`config.mk`:
```
export PLATFORM = sky130hd
export DESIGN_NAME = coap_message_parser_top
export DESIGN_NICKNAME = d
export VERILOG_FILES = /design/src/sv/coapmp_pkg.sv /design/src/sv/coapmp_decode.sv /design/src/sv/coap_message_parser_top.sv
export SDC_FILE = /design/constraint.sdc
export NUM_CORES = 1
export LEC_CHECK = 0
export BUFFER_PORTS_ARGS = -buffer_cell sky130_fd_sc_hd__buf_4
export CAP_MARGIN = 20
export CORE_MARGIN = 5
export CORE_UTILIZATION = 54
export DETAILED_ROUTE_END_ITERATION = 6
export PLACE_DENSITY = 0.76
export SYNTH_ARGS = -nofsm -noshare
export SYNTH_HDL_FRONTEND = slang
export SYNTH_SLANG_ARGS = --single-unit
export TNS_END_PERCENT = 30
```
`constraint.sdc`:
```
create_clock -name clk_i -period 4.33 [get_ports clk_i]
set_clock_uncertainty 0.15 [all_clocks]
set_input_delay 0.2165 -clock clk_i [delete_from_list [all_inputs] [get_ports clk_i]]
set_output_delay 0.2165 -clock clk_i [all_outputs]
set_load 0.01 [all_outputs]
```
`src/sv/coapmp_pkg.sv`:
```
// coapmp_pkg: shared types and constants of the coap message parser
// parse phases, byte roles, error codes, parser state and per-beat result
// no dependencies
package coapmp_pkg;

  localparam int unsigned DataW    = 8;
  localparam int unsigned LenW     = 17;
  localparam int unsigned OptNumW  = 16;
  localparam int unsigned OutDataW = 80;
  localparam int unsigned OutUserW = 3;

  localparam logic [1:0]      CoapVersion   = 2'b01;
  localparam logic [3:0]      NibbleExt1    = 4'd13;
  localparam logic [3:0]      NibbleReserved = 4'd15;
  localparam logic [LenW-1:0] Ext1Offset    = 17'd13;
  localparam logic [LenW-1:0] Ext2Offset    = 17'd269;
  localparam logic [OptNumW-1:0] UriPathOpt = 16'd11;

  typedef enum logic [3:0] {
    PH_HDR     = 4'd0,
    PH_TOKEN   = 4'd1,
    PH_OHEAD   = 4'd2,
    PH_DEXT_A  = 4'd3,
    PH_DEXT_B  = 4'd4,
    PH_LEXT_A  = 4'd5,
    PH_LEXT_B  = 4'd6,
    PH_VALUE   = 4'd7,
    PH_PAYLOAD = 4'd8,
    PH_IGNORE  = 4'd9
  } phase_e;

  typedef enum logic [2:0] {
    ROLE_HEADER  = 3'd0,
    ROLE_TOKEN   = 3'd1,
    ROLE_OHEAD   = 3'd2,
    ROLE_OEXT    = 3'd3,
    ROLE_OVALUE  = 3'd4,
    ROLE_MARKER  = 3'd5,
    ROLE_PAYLOAD = 3'd6,
    ROLE_IGNORED = 3'd7
  } role_e;

  typedef enum logic [2:0] {
    ERR_OK       = 3'd0,
    ERR_SHORT    = 3'd1,
    ERR_VERSION  = 3'd2,
    ERR_TOKENCUT = 3'd3,
    ERR_OPTCUT   = 3'd4,
    ERR_RESERVED = 3'd5
  } err_e;

  typedef struct packed {
    phase_e              phase;
    logic [1:0]          header_count;
    logic [1:0]          type_reg;
    logic [3:0]          tkl_reg;
    logic [3:0]          token_left;
    logic [7:0]          code_reg;
    logic [15:0]         id_reg;
    logic [3:0]          delta_nibble;
    logic [3:0]          length_nibble;
    logic [LenW-1:0]     ext_accum;
    logic [OptNumW-1:0]  opt_number;
    logic [LenW-1:0]     value_left;
    err_e                error;
  } state_t;

  typedef struct packed {
    role_e               byte_role;
    logic [7:0]          byte_out;
    logic [1:0]          msg_type;
    logic [3:0]          token_len;
    logic [7:0]          msg_code;
    logic [15:0]         msg_id;
    logic [OptNumW-1:0]  opt_number;
    logic [LenW-1:0]     opt_length;
    logic                opt_end;
    logic                uri_path;
    logic                frame_done;
    err_e                error_code;
  } result_t;

endpackage

```
`src/sv/coapmp_decode.sv`:
```
// coapmp_decode: next parser state and result for one datagram byte
// purely combinational, depends on coapmp_pkg
module coapmp_decode (
  input  coapmp_pkg::state_t  state_i,
  input  logic [7:0]          data_i,
  input  logic                last_i,
  output coapmp_pkg::state_t  state_o,
  output coapmp_pkg::result_t result_o
);

  coapmp_pkg::state_t      nx;
  coapmp_pkg::role_e       role;
  logic                    oend;
  logic                    dknown;
  logic                    lknown;
  logic                    do_delta;
  logic                    do_after;
  logic                    do_len;
  logic [16:0]             delta_add;
  logic [16:0]             len_val;
  logic [16:0]             ext_pair;
  logic [16:0]             byte_ext;
  logic [3:0]              dn;
  logic [3:0]              ln;
  logic                    optrole;

  assign dn       = data_i[7:4];
  assign ln       = data_i[3:0];
  assign ext_pair = {1'b0, state_i.ext_accum[7:0], data_i};
  assign byte_ext = {9'b0, data_i};

  always_comb begin
    nx        = state_i;
    role      = coapmp_pkg::ROLE_IGNORED;
    oend      = 1'b0;
    dknown    = 1'b0;
    lknown    = 1'b0;
    do_delta  = 1'b0;
    do_after  = 1'b0;
    do_len    = 1'b0;
    delta_add = '0;
    len_val   = '0;

    unique case (state_i.phase)
      coapmp_pkg::PH_HDR: begin
        role = coapmp_pkg::ROLE_HEADER;
        unique case (state_i.header_count)
          2'd0: begin
            if (data_i[7:6] != coapmp_pkg::CoapVersion) nx.error = coapmp_pkg::ERR_VERSION;
            nx.type_reg = data_i[5:4];
            nx.tkl_reg  = data_i[3:0];
          end
          2'd1: nx.code_reg = data_i;
          2'd2: nx.id_reg   = {data_i, 8'h00};
          default: begin
            nx.id_reg     = {state_i.id_reg[15:8], data_i};
            nx.token_left = state_i.tkl_reg;
            if (nx.error != coapmp_pkg::ERR_OK) begin
              nx.phase = coapmp_pkg::PH_IGNORE;
            end else if (state_i.tkl_reg != 4'd0) begin
              nx.phase = coapmp_pkg::PH_TOKEN;
            end else begin
              nx.phase = coapmp_pkg::PH_OHEAD;
            end
          end
        endcase
        if (last_i && state_i.header_count != 2'd3) nx.error = coapmp_pkg::ERR_SHORT;
        nx.header_count = state_i.header_count + 2'd1;
      end
      coapmp_pkg::PH_TOKEN: begin
        role          = coapmp_pkg::ROLE_TOKEN;
        nx.token_left = state_i.token_left - 4'd1;
        if (nx.token_left == 4'd0) nx.phase = coapmp_pkg::PH_OHEAD;
      end
      coapmp_pkg::PH_OHEAD: begin
        role = coapmp_pkg::ROLE_OHEAD;
        if (dn == coapmp_pkg::NibbleReserved && ln == coapmp_pkg::NibbleReserved) begin
          role     = coapmp_pkg::ROLE_MARKER;
          nx.phase = coapmp_pkg::PH_PAYLOAD;
        end else if (dn == coapmp_pkg::NibbleReserved || ln == coapmp_pkg::NibbleReserved) begin
          nx.error = coapmp_pkg::ERR_RESERVED;
          nx.phase = coapmp_pkg::PH_IGNORE;
        end else begin
          nx.delta_nibble  = dn;
          nx.length_nibble = ln;
          if (dn >= coapmp_pkg::NibbleExt1) begin
            nx.phase = coapmp_pkg::PH_DEXT_A;
          end else begin
            delta_add = {13'b0, dn};
            do_delta  = 1'b1;
            do_after  = 1'b1;
          end
        end
      end
      coapmp_pkg::PH_DEXT_A: begin
        role = coapmp_pkg::ROLE_OEXT;
        if (state_i.delta_nibble == coapmp_pkg::NibbleExt1) begin
          delta_add = coapmp_pkg::Ext1Offset + byte_ext;
          do_delta  = 1'b1;
          do_after  = 1'b1;
        end else begin
          nx.ext_accum = byte_ext;
          nx.phase     = coapmp_pkg::PH_DEXT_B;
        end
      end
      coapmp_pkg::PH_DEXT_B: begin
        role      = coapmp_pkg::ROLE_OEXT;
        delta_add = coapmp_pkg::Ext2Offset + ext_pair;
        do_delta  = 1'b1;
        do_after  = 1'b1;
      end
      coapmp_pkg::PH_LEXT_A: begin
        role   = coapmp_pkg::ROLE_OEXT;
        dknown = 1'b1;
        if (state_i.length_nibble == coapmp_pkg::NibbleExt1) begin
          len_val = coapmp_pkg::Ext1Offset + byte_ext;
          do_len  = 1'b1;
        end else begin
          nx.ext_accum = byte_ext;
          nx.phase     = coapmp_pkg::PH_LEXT_B;
        end
      end
      coapmp_pkg::PH_LEXT_B: begin
        role    = coapmp_pkg::ROLE_OEXT;
        dknown  = 1'b1;
        len_val = coapmp_pkg::Ext2Offset + ext_pair;
        do_len  = 1'b1;
      end
      coapmp_pkg::PH_VALUE: begin
        role          = coapmp_pkg::ROLE_OVALUE;
        dknown        = 1'b1;
        lknown        = 1'b1;
        nx.value_left = state_i.value_left - 17'd1;
        if (nx.value_left == '0) begin
          oend     = 1'b1;
          nx.phase = coapmp_pkg::PH_OHEAD;
        end
      end
      coapmp_pkg::PH_PAYLOAD: role = coapmp_pkg::ROLE_PAYLOAD;
      default:                role = coapmp_pkg::ROLE_IGNORED;
    endcase

    // running option number, then length form of the current option
    if (do_delta) begin
      nx.opt_number = state_i.opt_number + delta_add[15:0];
      dknown        = 1'b1;
    end
    if (do_after) begin
      if (nx.length_nibble >= coapmp_pkg::NibbleExt1) begin
        nx.phase = coapmp_pkg::PH_LEXT_A;
      end else begin
        len_val = {13'b0, nx.length_nibble};
        do_len  = 1'b1;
      end
    end
    if (do_len) begin
      nx.ext_accum  = len_val;
      nx.value_left = len_val;
      lknown        = 1'b1;
      if (len_val != '0) begin
        nx.phase = coapmp_pkg::PH_VALUE;
      end else begin
        nx.phase = coapmp_pkg::PH_OHEAD;
        oend     = 1'b1;
      end
    end

    // truncation at end of datagram
    if (last_i && nx.error == coapmp_pkg::ERR_OK) begin
      if (nx.phase == coapmp_pkg::PH_TOKEN) begin
        nx.error = coapmp_pkg::ERR_TOKENCUT;
      end else if (nx.phase >= coapmp_pkg::PH_DEXT_A && nx.phase <= coapmp_pkg::PH_VALUE) begin
        nx.error = coapmp_pkg::ERR_OPTCUT;
      end
    end
  end

  assign optrole = (role == coapmp_pkg::ROLE_OHEAD) || (role == coapmp_pkg::ROLE_OEXT) ||
                   (role == coapmp_pkg::ROLE_OVALUE);

  always_comb begin
    result_o.byte_role  = role;
    result_o.byte_out   = data_i;
    result_o.msg_type   = nx.type_reg;
    result_o.token_len  = nx.tkl_reg;
    result_o.msg_code   = nx.code_reg;
    result_o.msg_id     = nx.id_reg;
    result_o.opt_number = optrole ? nx.opt_number : '0;
    result_o.opt_length = (optrole && lknown) ? nx.ext_accum : '0;
    result_o.opt_end    = optrole && oend;
    result_o.uri_path   = optrole && dknown && (nx.opt_number == coapmp_pkg::UriPathOpt);
    result_o.frame_done = last_i;
    result_o.error_code = nx.error;
  end

  // a new datagram starts after its last byte
  assign state_o = last_i ? coapmp_pkg::state_t'('0) : nx;

endmodule

```
`src/sv/coap_message_parser_top.sv`:
```
// coap_message_parser_top: byte-stream coap message parser
// input register, parser state register and result register around coapmp_decode
// depends on coapmp_pkg and coapmp_decode
//
// usage:
//   s_axis carries one datagram byte per beat, tlast on the final byte.
//   m_axis returns one beat per input byte: the byte echoed, its role in
//   tuser, and the header fields, option number and length, option end,
//   uri-path flag and error code in tdata; tlast marks the datagram end.
//   each accepted input beat is registered in the input register, its result in the result register.
//   throughput is one byte per cycle while m_axis_tready stays high, set by
//   the state update of the parser state register.
//   the parser state returns to its header phase after every last byte,
//   so datagrams follow each other with no gap.
//   reset clears the input and result valid flags and the parser state;
//   beats in flight are dropped.
//   when m_axis_tready is low the result register holds its beat, the
//   input register fills, and s_axis_tready then drops until a beat leaves.
module coap_message_parser_top (
  input  logic                               clk_i,
  input  logic                               rst_ni,
  input  logic                               s_axis_tvalid,
  output logic                               s_axis_tready,
  input  logic [7:0]                         s_axis_tdata,  // data_byte
  input  logic                               s_axis_tlast,  // frame_last
  output logic                               m_axis_tvalid,
  input  logic                               m_axis_tready,
  // byte_out, msg_type, token_len, msg_code, msg_id, opt_number, opt_length,
  // opt_end, uri_path, error_code, zero fill
  output logic [coapmp_pkg::OutDataW-1:0]    m_axis_tdata,
  output logic [coapmp_pkg::OutUserW-1:0]    m_axis_tuser,  // byte_role
  output logic                               m_axis_tlast   // frame_done
);

  logic                 in_v_q;
  logic [7:0]           in_data_q;
  logic                 in_last_q;
  logic                 out_v_q;
  logic                 adv;
  coapmp_pkg::state_t   state_q;
  coapmp_pkg::state_t   state_d;
  coapmp_pkg::result_t  res_d;
  coapmp_pkg::result_t  res_q;

  assign adv           = !out_v_q || m_axis_tready;
  assign s_axis_tready = !in_v_q || adv;

  coapmp_decode u_decode (
    .state_i  (state_q),
    .data_i   (in_data_q),
    .last_i   (in_last_q),
    .state_o  (state_d),
    .result_o (res_d)
  );

  always_ff @(posedge clk_i or negedge rst_ni) begin
    if (!rst_ni) begin
      in_v_q  <= 1'b0;
      out_v_q <= 1'b0;
      state_q <= '0;
    end else begin
      if (s_axis_tready) in_v_q <= s_axis_tvalid;
      if (adv) out_v_q <= in_v_q;
      if (in_v_q && adv) state_q <= state_d;
    end
  end

  always_ff @(posedge clk_i) begin
    if (s_axis_tvalid && s_axis_tready) begin
      in_data_q <= s_axis_tdata;
      in_last_q <= s_axis_tlast;
    end
    if (in_v_q && adv) res_q <= res_d;
  end

  assign m_axis_tvalid = out_v_q;
  assign m_axis_tuser  = res_q.byte_role;
  assign m_axis_tlast  = res_q.frame_done;
  assign m_axis_tdata  = {4'b0, res_q.error_code, res_q.uri_path, res_q.opt_end,
                          res_q.opt_length, res_q.opt_number, res_q.msg_id,
                          res_q.msg_code, res_q.token_len, res_q.msg_type,
                          res_q.byte_out};

endmodule
```
**Word-level counts from Yosys, hierarchy flattened**

Index checks and enable logic that the tools add are counted.

- Add/sub/neg operators: 6
- $lt $le $gt $ge: 4
- Reductions and logical operators: 37
- Muxes and demuxes: 70
- Equality and inequality tests: 24

Operator list:

| cell | number |
|---|---|
| $mux 17 | 8 |
| $mux 101 | 1 |
| $pmux 17 s2 | 2 |
| $mux 4 | 15 |
| $mux 16 | 3 |
| $pmux 16 s3 | 1 |
| $mux 8 | 5 |
| $pmux 16 s2 | 1 |
| $mux 3 | 10 |
| $mux 24 | 1 |
| $pmux 4 s6 | 1 |
| $eq 4x4->1 const B | 5 |
| $pmux 3 s6 | 1 |
| $add 9x16->17 const A | 1 |
| $logic_not 17->1 | 1 |
| $reduce_bool 17->1 | 1 |
| $sub 17x1->17 const B | 1 |
| $add 16x16->16 | 1 |
| $eq 16x4->1 const B | 1 |
| $eq 4x3->1 const B | 4 |
| $mux 1 | 15 |
| $logic_and 1x1->1 | 10 |
| $add 4x8->9 const A | 1 |
| $reduce_bool 3->1 | 3 |
| other kinds (33) | 48 |

- Bits in registers: 192
- Word-level logic and storage cells: 170

**Logic depth before layout (Yosys ltp)**

- Depth in word-level cells: 17
- Mapped depth: 16

**Modules after synthesis**

From an unflattened synthesis, not the netlist that was laid out.

- Cells, all modules: 1061
- Area, all modules: 11622.4 um^2

Modules (own cells, without submodules):

| module | instances | sequential area each (um^2) | area each (um^2) | cells an instance |
|---|---|---|---|---|
| coap_message_parser_top | 1 | 5250.0 | 6957.9 | 316 |
| coapmp_decode | 1 | 0.0 | 4664.5 | 745 |

**Worst setup path after synthesis**

No wires, ideal clock.

- Path kind: register to register
- From: reg state_q[97] (netlist name)
- To: reg res_q, in the netlist m_axis_tdata[72] (data pin)
- Path slack: -0.169 ns
- Clock period less this slack: 4.499 ns
- Data required time: 3.924 ns
- Cell stages (with the launch flop): 16
- Data arrival time: 4.093 ns
- Cell sequence: dfrtp_1 > or4b_1 > buf_2 > a21boi_1 > buf_2 > o21ai_0 > ha_1 > a211o_1 > a2111o_1 > a22o_1 > o21a_1 > o41ai_2 > a21oi_1 > xnor2_1 > o32ai_1 > and4bb_1

RTL lines:

| element | RTL line | RTL |
|---|---|---|
| from (decl) | coap_message_parser_top.sv:40 | `coapmp_pkg::state_t state_q;` |
| from (signal assigned) | coap_message_parser_top.sv:64 | `if (in_v_q && adv) state_q <= state_d;` |
| to (signal assigned) | coap_message_parser_top.sv:73 | `if (in_v_q && adv) res_q <= res_d;` |
| to (decl) | coap_message_parser_top.sv:43 | `coapmp_pkg::result_t res_q;` |

==> results.md <==
* Outcome: finished, violations left
* Failing checks: DRC
* Max_cap viols at 0
* RePlAce Congestion at around 0.93
* Number of port buffers at 94
* CP Depth at 14
* Power Density at roughly 610 nW/um^2
* EDFF count, synth at 89
* Met3 Usage GRT at 0.0561
* First-pass GRT wire length at ~45 mm
* Number of nets in the layout at 1,145
* Routing usage on met2 at 0.435
* Die Y at between 100 and 150 um
* Register area share after synthesis at 0.519
* Largest area contributor in the netlist: edfxtp_1
* Met1 GRT Util at 0.341
* Worst r2r path cells at 14
* DRT antenna net count at 0
* CP cell instances: or4b_1, a21boi_1, buf_4, o21ai_4, ha_1, a211o_1, a2111o_1, a22o_1, o21a_1, o41ai_4, a21oi_1, xnor2_1, o32ai_2, and4bb_1
* Synth Area in Adders at 0.0317
* TritonCTS Sinks at between 150 and 200
* Crit end category: register
* Mux cell area share after synthesis at 0.0313
* H-tree levels at 4
* Compound-gate portion of the synthesized area at 0.201
* Num ports at 99
* TritonRoute pass-1 iters at 7
* Hpwl dp at 19.4 mm
* Largest cells by area after synthesis: edfxtp_1, dfrtp_1, a22o_1, nand2_1, a21oi_1
* CTS Root Cell: clkbuf_16
* DP Cell Count at between 1,000 and 1,500
* Unrepaired setup endpoints after global routing: true
* Die width at about 150 um
* Fin. max-slew vios at 0
* Fin. Hold Viols at 0
* Final critical-path required period at between 4 and 5 ns
* Worst path top cell family by delay: compound AO/OA/AOI/OAI gates
* CP Data Arrival Time at between 4 and 5 ns
* Synth Register Bits at roughly 190
* Clk slew on worst S/H paths at about 0.080 ns
* Initial antenna violation count at 0
* Pleak at between 5 and 6 nW
* Non-Filler Instances at 1,354
* Slowest cell on the critical path: or4b_1
* Main flop type after synthesis: dfrtp_1
* Distinct cells, synth at 79
* Fraction of registers with async set/reset at 0.536
* Final setup fails at 0
* Mapped cell area at slightly above 10,000 sq um
* Commonest non-fill, non-tap cell in the layout: buf_4
* Mean Syn Cell Area at between 10 and 15 sq um
* Most frequent cells in the layout: buf_4, nand2_1, dfrtp_1
* Startpoint types: register
* Buf/Inv on CP at 1
* Drt total wl at approximately 28 mm
* Drt first-iter violations at just under 800
* Max Fclk at roughly 230 MHz
* CTS tree: built
* Cell Rows at 50
* Initial core utilization at 0.544
* Core outline area at between 15,000 and 20,000 sq um
* Number of vias in the routed layout at between 8,000 and 9,000
* Post-Synth Simple-Gate Area at 0.158
* Post-synth top area share at 0.264
* Tcrit/Tclk final at 1.00
* Setup tns final at 0 ns
* Worst Tran Pin Value at ~0.95 ns
* Largest net degree at the start of global routing at 70
* Relative slew slack at 0.369
* Largest family of logic cells by synthesized area: compound AO/OA/AOI/OAI gates
* Vias/cell at between 6 and 7
* Hold WC Path Type: in -> async
* Ant. Diodes at 0
* Layout cells sized above 1 at 0.181
* Global route hottest layer: met2
* Critical path class: reg -> reg
* CP Data Required Time at ~4.4 ns
* Area grow syn2layout at 18.4%
* Global route overflow at 0
* Clock Path Buffers at 2
* DR DRC count at 8
* Die footprint at around 22,000 sq um
* Worst vdd ir at roughly 0.32 mV
* CP max FO at 11
* Wire length per cell at approximately 21 um
* Syn Inst Count at roughly 990
* Crit path largest cell delay at approximately 0.56 ns
* CTS Buf Count at 17
* Yosys warnings at 0
* GRT Total Usage at 0.264
* Synth Area in XOR/XNOR at 0.0260
* Vias in the first global route at ~8,400
* Clk Latency, worst-skew pair at roughly 0.45 ns
[worst paths after layout]
kind | from | to | slack (ns)
min | rst_ni | state_q[81] | 0.31
max | state_q[97] | m_axis_tdata[72] | 0.001
max in group asynchronous | rst_ni | state_q[40] | 2.66
min reg2reg | state_q[18] | state_q[18] | 0.34
min in group clk_i | state_q[18] | state_q[18] | 0.34
max reg2reg | state_q[97] | m_axis_tdata[72] | 0.001
[metal layers]
metal  vias up  wire length (um)
met4         0               997
met2       394             13700
li1       3921                 -
met1      4110             11400
met3        67              2100
met5         -                 0
[cells in the mapped netlist, types with 4 or more instances]
cell type,n
a21o_1,9
a21oi_1,67
a22o_1,60
a22oi_1,10
a31oi_1,7
and2_1,9
and3_1,8
buf_2,7
buf_4,4
clkbuf_1,46
dfrtp_1,103
edfxtp_1,89
ha_1,24
inv_1,17
mux2_2,13
mux2i_1,17
nand2_1,110
nand2b_1,8
nand3_1,17
nand3b_1,6
nand4_1,8
nor2_1,89
nor2b_1,6
nor3_1,24
nor3b_1,5
nor4_1,6
o211ai_1,5
o21a_1,7
o21ai_0,57
o21ai_1,34
o22ai_1,12
o31ai_1,7
or3_1,5
xnor2_1,23
xor2_1,7
[cells by family (layout without fill, tap and decap cells)]
logic type      Yosys count  after routing
compound gates          308            308
buf+inv                  78            203
fa+ha+maj                25             25
simple gates            328            328
xor+xnor                 30             30
flops                   192            192
mux                      30             30
other cells               1              4
[per-stage QoR]
stage	power, mW	util	hold slack (ns)	worst slack, ns	instance area, sq um
2_1_floorplan	4.68	-	-0.229	0.0225	10100
3_3_place_gp	5.57	0.604	0.246	0.103	11200
3_5_place_dp	5.64	0.604	0.246	-0.0476	11200
4_1_cts	7.29	0.644	0.334	0.00972	12000
5_1_grt	7.76	0.644	0.339	-0.179	12000
6_report	7.33	0.644	0.311	0.00125	12000
[worst reg2reg max path, stage by stage (launching register included)]
cell and delay, ns:
dfrtp_1 0.38, or4b_1 0.56, a21boi_1 0.16, buf_4 0.20
o21ai_4 0.16, ha_1 0.26, a211o_1 0.29, a2111o_1 0.41
a22o_1 0.23, o21a_1 0.21, o41ai_4 0.29, a21oi_1 0.14
xnor2_1 0.18, o32ai_2 0.26, and4bb_1 0.21
[power breakdown]
group	internal (mW)	leakage, nW	switching (mW)
registers	2.34	2.29	0.297
logic	1.19	2.46	1.87
clock network	0.870	0.291	0.765
[area by class of cell]
| type | count | area, sq um |
|---|---|---|
| flip-flops and latches | 192 | 5250 |
| multi-input cells | 725 | 4580 |
| inverters | 19 | 73.8 |
| well taps | 234 | 293 |
| clock buffers | 17 | 425 |
| fillers | 1434 | 6610 |
| repair buffers | 152 | 1170 |
| clock inverters | 15 | 173 |
[flip-flops by register name (all words and copies together), names as in the netlist]
register	count
in_v_q	1
m_axis_tvalid	1
m_axis_tuser	3
m_axis_tlast	1
m_axis_tdata	76
state_q	101
in_data_q	8
in_last_q	1
[repair_timing]
item / in CTS / in global routing
setup endpoints to repair: 1 / 4
resized for setup: 1 / 2
setup buffers: 0 / 0
hold endpoints to repair: 79 / 0
hold buffers: 13 / 0
No activity file was read; power rests on OpenSTA's default activity.
